File: src/assert_macros.svh
// Assertion macros used by the region table RTL.
// Depends on nothing; included by address_region_table_unit to check its own logic.
`ifndef ASSERT_MACROS_SVH
`define ASSERT_MACROS_SVH
`ifndef ASSERT_OFF
`define ART_ASSERT(lbl, clk, rst_n, prop) \
    lbl: assert property (@(posedge clk) disable iff (!rst_n) (prop)) \
        else $error("assertion failed");
`define ART_NEVER(lbl, clk, rst_n, expr) \
    lbl: assert property (@(posedge clk) disable iff (!rst_n) !(expr)) \
        else $error("forbidden condition");
`else
`define ART_ASSERT(lbl, clk, rst_n, prop)
`define ART_NEVER(lbl, clk, rst_n, expr)
`endif
`endif

File: src/art_pkg.sv
// Shared types and codes of the address region table.
// Depends on nothing; used by art_cell and address_region_table_unit.
`default_nettype none
package art_pkg;

    localparam int ADDR_BITS   = 48;
    localparam int LEN_BITS    = 31;
    localparam int CMD_W       = 2;
    localparam int STAT_W      = 2;
    localparam int COUNT_W     = 5;
    localparam int ENTRIES_DEF = 16;

    localparam logic [CMD_W-1:0] CMD_INSERT = 2'd0;
    localparam logic [CMD_W-1:0] CMD_REMOVE = 2'd1;
    localparam logic [CMD_W-1:0] CMD_LOOKUP = 2'd2;

    localparam logic [STAT_W-1:0] ST_OK        = 2'd0;
    localparam logic [STAT_W-1:0] ST_FULL      = 2'd1;
    localparam logic [STAT_W-1:0] ST_NOT_FOUND = 2'd2;

    typedef struct packed {
        logic [CMD_W-1:0]     command;
        logic [ADDR_BITS-1:0] address;
        logic [LEN_BITS-1:0]  length;
    } t_cmd;

    typedef struct packed {
        logic                in_region;
        logic [STAT_W-1:0]   status;
        logic [COUNT_W-1:0]  entry_count;
    } t_rsp;

    typedef struct packed {
        logic                 valid;
        logic [ADDR_BITS-1:0] start;
        logic [LEN_BITS-1:0]  length;
    } t_entry;

    typedef struct packed {
        logic load;
        logic shift;
    } t_cell_ctl;

endpackage
`default_nettype wire

File: src/art_cell.sv
// One table slot: holds a region, compares it against the probe address,
// and takes its upper neighbor's contents on a remove shift.
// Depends on art_pkg.
`default_nettype none
module art_cell (
    input  wire logic               i_clk,
    input  wire logic               i_rst_n,
    input  wire art_pkg::t_cell_ctl i_ctl,
    input  wire art_pkg::t_entry    i_new,
    input  wire art_pkg::t_entry    i_next,
    input  wire logic [art_pkg::ADDR_BITS-1:0] i_probe,
    output art_pkg::t_entry         o_entry,
    output logic                    o_start_eq,
    output logic                    o_covers
);
    localparam int AW    = art_pkg::ADDR_BITS;
    localparam int CMP_W = (art_pkg::ADDR_BITS > art_pkg::LEN_BITS) ?
                           art_pkg::ADDR_BITS : art_pkg::LEN_BITS;

    logic                         r_valid;
    logic [AW-1:0]                r_start;
    logic [art_pkg::LEN_BITS-1:0] r_length;
    logic [AW:0]                  diff;

    always_ff @(posedge i_clk) begin
        if (!i_rst_n) begin
            r_valid <= 1'b0;
        end else if (i_ctl.shift) begin
            r_valid <= i_next.valid;
        end else if (i_ctl.load) begin
            r_valid <= 1'b1;
        end
    end

    always_ff @(posedge i_clk) begin
        if (i_ctl.shift) begin
            r_start  <= i_next.start;
            r_length <= i_next.length;
        end else if (i_ctl.load) begin
            r_start  <= i_new.start;
            r_length <= i_new.length;
        end
    end

    // borrow in the top bit means probe < start
    assign diff = {1'b0, i_probe} - {1'b0, r_start};

    assign o_start_eq = r_valid && (r_start == i_probe);
    assign o_covers   = r_valid && !diff[AW] &&
                        (CMP_W'(diff[AW-1:0]) < CMP_W'(r_length));

    assign o_entry.valid  = r_valid;
    assign o_entry.start  = r_start;
    assign o_entry.length = r_length;
endmodule
`default_nettype wire

File: src/address_region_table_unit.sv
// Address region table: top level, a row of art_cell slots plus command decode.
// Depends on art_pkg, art_cell and assert_macros.svh.
//
// One command (insert, remove by start, lookup) is taken per clock while busy
// is low; busy is high only during reset and the cycle after it. The result
// appears in the cycle after the command transfer, on o_result with o_strobe
// high for exactly one cycle; the receiver cannot stall it. Every slot compares
// the probe address in parallel, and a remove shifts the younger slots down in
// the same cycle, so the table takes one command per cycle while busy is low.
`default_nettype none
module address_region_table_unit #(
    parameter int ENTRIES = art_pkg::ENTRIES_DEF
) (
    input  wire logic          i_clk,
    input  wire logic          i_rst_n,
    input  wire logic          start,
    input  wire art_pkg::t_cmd i_item,
    output logic               busy,
    output logic               o_strobe,
    output art_pkg::t_rsp      o_result
);
    `include "assert_macros.svh"

    localparam int CNT_W = $clog2(ENTRIES + 1);
    localparam int EXT_W = (CNT_W > art_pkg::COUNT_W) ? CNT_W : art_pkg::COUNT_W;

    logic                         r_busy;
    logic                         r_strobe;
    art_pkg::t_rsp                r_result;
    logic [CNT_W-1:0]             r_count;
    logic [CNT_W-1:0]             n_count;
    logic                         accept;
    logic                         is_ins;
    logic                         is_rem;
    logic                         is_look;
    logic                         full;
    logic                         found;
    logic [ENTRIES-1:0]           start_eq;
    logic [ENTRIES-1:0]           covers;
    logic [ENTRIES-1:0]           valid_vec;
    logic [ENTRIES-1:0]           load_vec;
    logic [art_pkg::STAT_W-1:0]   status;
    art_pkg::t_entry              new_entry;
    art_pkg::t_entry              entries [ENTRIES];
    art_pkg::t_cell_ctl           ctl [ENTRIES];

    assign accept  = start && !r_busy;
    assign is_ins  = i_item.command == art_pkg::CMD_INSERT;
    assign is_rem  = i_item.command == art_pkg::CMD_REMOVE;
    assign is_look = i_item.command == art_pkg::CMD_LOOKUP;
    assign full    = r_count == CNT_W'(ENTRIES);
    assign found   = |start_eq;

    assign new_entry.valid  = 1'b1;
    assign new_entry.start  = i_item.address;
    assign new_entry.length = i_item.length;

    for (genvar k = 0; k < ENTRIES; k++) begin : g_cell
        localparam logic [ENTRIES-1:0] LOW_MASK = {ENTRIES{1'b1}} >> (ENTRIES - 1 - k);
        art_pkg::t_entry next_entry;

        if (k == ENTRIES - 1) begin : g_last
            assign next_entry = '0;
        end else begin : g_mid
            assign next_entry = entries[k + 1];
        end

        // shift from the oldest matching slot upward
        assign ctl[k].shift = accept && is_rem && (|(start_eq & LOW_MASK));
        assign ctl[k].load  = accept && is_ins && !full && (r_count == CNT_W'(k));
        assign load_vec[k]  = ctl[k].load;
        assign valid_vec[k] = entries[k].valid;

        art_cell u_cell (
            .i_clk      (i_clk),
            .i_rst_n    (i_rst_n),
            .i_ctl      (ctl[k]),
            .i_new      (new_entry),
            .i_next     (next_entry),
            .i_probe    (i_item.address),
            .o_entry    (entries[k]),
            .o_start_eq (start_eq[k]),
            .o_covers   (covers[k])
        );
    end

    always_comb begin
        n_count = r_count;
        status  = art_pkg::ST_OK;
        priority if (is_ins) begin
            if (full) begin
                status = art_pkg::ST_FULL;
            end else begin
                n_count = r_count + CNT_W'(1);
            end
        end else if (is_rem) begin
            if (found) begin
                n_count = r_count - CNT_W'(1);
            end else begin
                status = art_pkg::ST_NOT_FOUND;
            end
        end else begin
            n_count = r_count;
        end
    end

    always_ff @(posedge i_clk) begin
        if (!i_rst_n) begin
            r_busy   <= 1'b1;
            r_strobe <= 1'b0;
            r_count  <= '0;
        end else begin
            r_busy   <= 1'b0;
            r_strobe <= accept;
            if (accept) begin
                r_count <= n_count;
            end
        end
    end

    always_ff @(posedge i_clk) begin
        if (accept) begin
            r_result.in_region   <= is_look && (|covers);
            r_result.status      <= status;
            r_result.entry_count <= art_pkg::COUNT_W'(EXT_W'(n_count));
        end
    end

    assign busy     = r_busy;
    assign o_strobe = r_strobe;
    assign o_result = r_result;

    `ART_ASSERT(a_count_matches_valid, i_clk, i_rst_n,
        $countones(valid_vec) == int'(r_count))
    `ART_ASSERT(a_valid_packed, i_clk, i_rst_n,
        ((valid_vec + ENTRIES'(1)) & valid_vec) == '0)
    `ART_ASSERT(a_single_load, i_clk, i_rst_n, $onehot0(load_vec))
    `ART_ASSERT(a_remove_decrements, i_clk, i_rst_n,
        accept && is_rem && found |=> r_count == $past(r_count) - CNT_W'(1))
    `ART_NEVER(a_load_when_full, i_clk, i_rst_n, full && (|load_vec))
endmodule
`default_nettype wire

File: config.mk
export PLATFORM = sky130hd
export DESIGN_NAME = address_region_table_unit
export DESIGN_NICKNAME = d
export VERILOG_FILES = /design/src/art_pkg.sv /design/src/art_cell.sv /design/src/address_region_table_unit.sv
export VERILOG_INCLUDE_DIRS = /design/src /design/src/src
export SDC_FILE = /design/constraint.sdc
export NUM_CORES = 2
export LEC_CHECK = 0
export BUFFER_PORTS_ARGS = -buffer_cell sky130_fd_sc_hd__buf_4
export CELL_PAD_IN_SITES_DETAIL_PLACEMENT = 1
export CELL_PAD_IN_SITES_GLOBAL_PLACEMENT = 2
export CORE_UTILIZATION = 41
export DETAILED_ROUTE_END_ITERATION = 10
export PLACE_DENSITY = 0.81
export SLEW_MARGIN = 30
export SYNTH_ARGS = -nofsm -noshare
export SYNTH_HDL_FRONTEND = slang
export SYNTH_SLANG_ARGS = --single-unit
File: constraint.sdc
create_clock -name i_clk -period 10.7 [get_ports i_clk]
set_input_delay 0.535 -clock i_clk [delete_from_list [all_inputs] [get_ports i_clk]]
set_output_delay 0.535 -clock i_clk [all_outputs]
set_load 0.1 [all_outputs]
==> results by group <==
Status
  – Status: finished clean

Final layout
  – Count of placed standard cells in the final layout, fillers left out: 16900
  – Fill cell total of the finished layout: 32200
  – Most common cell after layout, fill and taps aside: inv_1
  – Commonest cells after routing, fill and taps aside: inv_1 (1444), nand2_1 (1439), o21ai_0 (1275)
  – Cell area after layout: 0.124 sq mm
  – Layout cell share with drive strength beyond 1: 8.63%
  – Total number of nets in the final design: about 14000
  – FF+latch area: 0.0379 sq mm
  – Layout area overhead: 9.10%
  – Multi-input logic area: just under 0.07 sq mm

Clock network
  – Count of H-tree levels built during CTS: 4
  – Clock buffers created by TritonCTS: approximately 170
  – Number of buffers on the longest clock path: 4
  – Count of instances resized after the clock tree is built: 0
  – Root Driver: clkbuf_16
  – # Post-CTS Setup Buffers: 0
  – CTS Sinks: 1295
  – Clock-pin slew reported for the worst setup and hold paths after clock tree synthesis: approximately 60 ps
  – Later-pin clock latency in the skew report: 910 ps
  – CTS tree: yes

Worst setup path
  – Data arrival, critical path: 9730 ps
  – Gate family responsible for the most delay along the worst path: compound AO/OA/AOI/OAI gates
  – Critical path type: input pin to flop
  – Critical path peak fanout: 8
  – Critical path buffers and inverters: 4
  – Capturing element type of the critical path: flop
  – Cell with the biggest individual delay on the critical path: a21boi_1
  – CP required: 11300 ps
  – Worst stage delay on the critical path: 800 ps
  – Critical Path Source Type: input pin

Floorplanning
  – Die outline area: 0.280 sq mm
  – Die Height: 529 um
  – Rows: 193
  – Number of top-level pins: 94
  – Starting Density: 41.2%
  – Die width: 529 um
  – Area of the core region: roughly 0.28 sq mm

Detailed routing
  – Average vias per placed instance: 5.91
  – Total Wirelength: around 460000 um
  – Final antenna-violating net count: 0
  – Number of remaining DRC errors: 0
  – Routed via count: 99800
  – Number of search-and-repair iterations in the first detailed-routing pass: 8
  – Average wire per cell in the routed design: between 20 and 30 um
  – DRT iter0 DRCs: 5057

Yosys
  – Number of different library cells in the post-synthesis netlist: around 100
  – Mapped Avg Cell Area: 8.60 sq um
  – Number of enable flip-flop cells after synthesis: roughly 1200
  – Largest cells by area after synthesis: edfxtp_1 (31%), ha_1 (14%), o21ai_0 (5.6%), nand2_1 (4.8%), inv_1 (4.8%)
  – Sequential share of the synthesized area: 33.3%
  – Async set-or-reset flop fraction in the synthesized netlist: 0%
  – Register bit count reported by yosys: approximately 1300
  – Yosys Warn Count: 0
  – Syn nets: roughly 15000
  – Cell taking the most area after synthesis: edfxtp_1
  – Mapped cell area: 0.114 sq mm
  – Area share of the leading cell type in the synthesized netlist: a little under a third
  – Instance count of the mapped netlist: 13200
  – Dominant synthesized flop cell: edfxtp_1

STA
  – Fmax: approximately 110 MHz
  – Final hold violation count: 0
  – Slew HR: 19.1%
  – Crit path setup slack, layout: 1570 ps
  – Final min period: 9130 ps
  – Unrepaired setup endpoints after global routing: no
  – Share of the clock period used by the worst path after layout: 85.3%
  – Transition at the pin with the smallest max-transition slack: 1210 ps
  – Final-layout setup total negative slack: 0 ps
  – Final Skew: 78.6 ps
  – Final count of negative-setup-slack endpoints: 0
  – Final Slew Violations: 0

GRT
  – Met3 Resource Use GR: 2.60%
  – Global-route usage over all layers: 32.4%
  – Met1 usage in global routing: 33.5%
  – Largest net degree at the start of global routing: 122
  – First-pass GRT wire length: 676000 um
  – Congestion Overflow GR: 0
  – Most congested layer reported by global routing: met2
  – Antenna violations before repair: 16
  – Met2 track utilization from global routing: 60.3%
  – Number of global-route vias before repair: around 110k

Pwr
  – Reported leakage power: 0.0536 uW
  – Power per cell area: 115 mW/mm^2
  – Largest voltage drop on the vdd net: 0.115 mV
  – Sequential group share of total power: between 30% and 40%
  – Proportion of power drawn by combinational gates: roughly a fifth
  – Net Switching: 4250 uW
  – Clock network power share: a little over two fifths
  – Cell Int Power: 10000 uW
  – Switching Fraction: between 20% and 30%

Min path
  – Worst hold-check path type: input pin to flop

Placement
  – Placement-stage worst setup slack: 1460 ps
  – Post-detailed-placement half-perimeter wirelength: 385000 um
  – Area after DPL: 0.118 sq mm
  – Gp weighted congestion: 1.01
  – Number of buffers inserted by port buffering: a little over 90
  – Placed Instances: ~17000

Run
  – Max-cap violations: 0
cells by family after synthesis:
family          share of synthesized area (%)
mux                                      5.91
simple gates                             14.8
flops                                    33.3
buf+inv                                  6.83
xor+xnor                                 4.41
compound gates                           20.7
fa+ha+maj                                14.1
through the flow:
step	power [uW]	utilization (%)	hold slack, ps
after detailed placement	8370	42.9	486
after floorplan	7370	-	462
after CTS	14400	44.9	22.4
after global placement	8300	42.8	475
after global routing	14800	45.0	105
final	14300	45.0	86.9
state kept, by name (all words and copies together), names as in the netlist:
name,cells
g_cell.u_cell.r_length,496
busy,1
r_count,5
g_cell.u_cell.r_valid,16
o_strobe,1
g_cell.u_cell.r_start,768
o_result,8
power groups by stage:
| stage | Sequential, uW | Clock (uW) | Combinational [uW] |
|---|---|---|---|
| after CTS | 5530 | 6090 | 2750 |
| after global placement | 5640 | 0 | 2660 |
| after detailed placement | 5640 | 0 | 2730 |
| after floorplan | 5650 | 0 | 1730 |
| after global routing | 5530 | 6230 | 3010 |
| final | 5540 | 5980 | 2780 |
tightest hold or removal path, stage by stage:
cell	delay, ps
buf_4	200
mux2i_1	160
nor2_1	50
layout make-up:
| type | count | area share [%] |
|---|---|---|
| Multi-Input combinational cell | 9888 | 55.3 |
| Sequential cell | 1295 | 30.5 |
| Inverter | 1446 | 4.37 |
| Clock buffer | 223 | 3.78 |
| Tap cell | 3705 | 3.73 |
| Timing Repair Buffer | 244 | 1.53 |
| Clock inverter | 90 | 0.777 |
| Antenna cell | 11 | 0.0222 |
layer usage:
metal | up-vias | wire length, um | part of all wire (%)
met5 | - | 0 | 0
met4 | 0 | 40900 | 8.8
met3 | 1044 | 13500 | 2.9
met2 | 2226 | 237000 | 51
met1 | 49100 | 173000 | 37
li1 | 47500 | - | -
cells in the mapped netlist (43+ instances only):
master / n
mux2_2: 477
clkbuf_1: 552
nand2b_1: 110
a2111oi_0: 54
nor4_1: 82
nor2b_1: 127
nor2_1: 691
nand4_1: 324
a21oi_1: 1013
nand2_1: 1455
a21o_1: 421
and3_1: 84
a31oi_1: 113
or3_1: 50
edfxtp_1: 1193
xnor2_1: 364
and2_1: 45
o21bai_1: 97
xor2_1: 209
o21a_1: 161
dfxtp_1: 102
ha_1: 1254
a211oi_1: 101
o21ai_0: 1280
nand3_1: 234
o21ai_1: 43
nor3_1: 182
o31ai_1: 47
inv_1: 1444
mux2i_1: 127
o211ai_1: 99
path summary, 6_finish.rpt:
kind              depth (start not counted)                                          to  slack (ps)                                  startpoint
setup / recovery                         29                       o_result[7]$_DFFE_PP_        1570                                  i_item[32]
hold / removal                            3  g_cell[15].u_cell.r_start[22]$_SDFFE_PP0P_          90                                  i_item[53]
setup reg to reg                         27                       o_result[7]$_DFFE_PP_        2350       g_cell[3].u_cell.r_start[0]$_DFFE_PP_
hold reg to reg                           2  g_cell[15].u_cell.r_length[7]$_SDFFE_PP0P_         490  g_cell[15].u_cell.r_length[7]$_SDFFE_PP0P_
timing repair:
action                                 in CTS  in global routing
hold buffers                                4                  0
setup endpoints to repair                   0                  0
endpoints found under the hold margin       6                  0
Power figures use the tool's default switching activity.
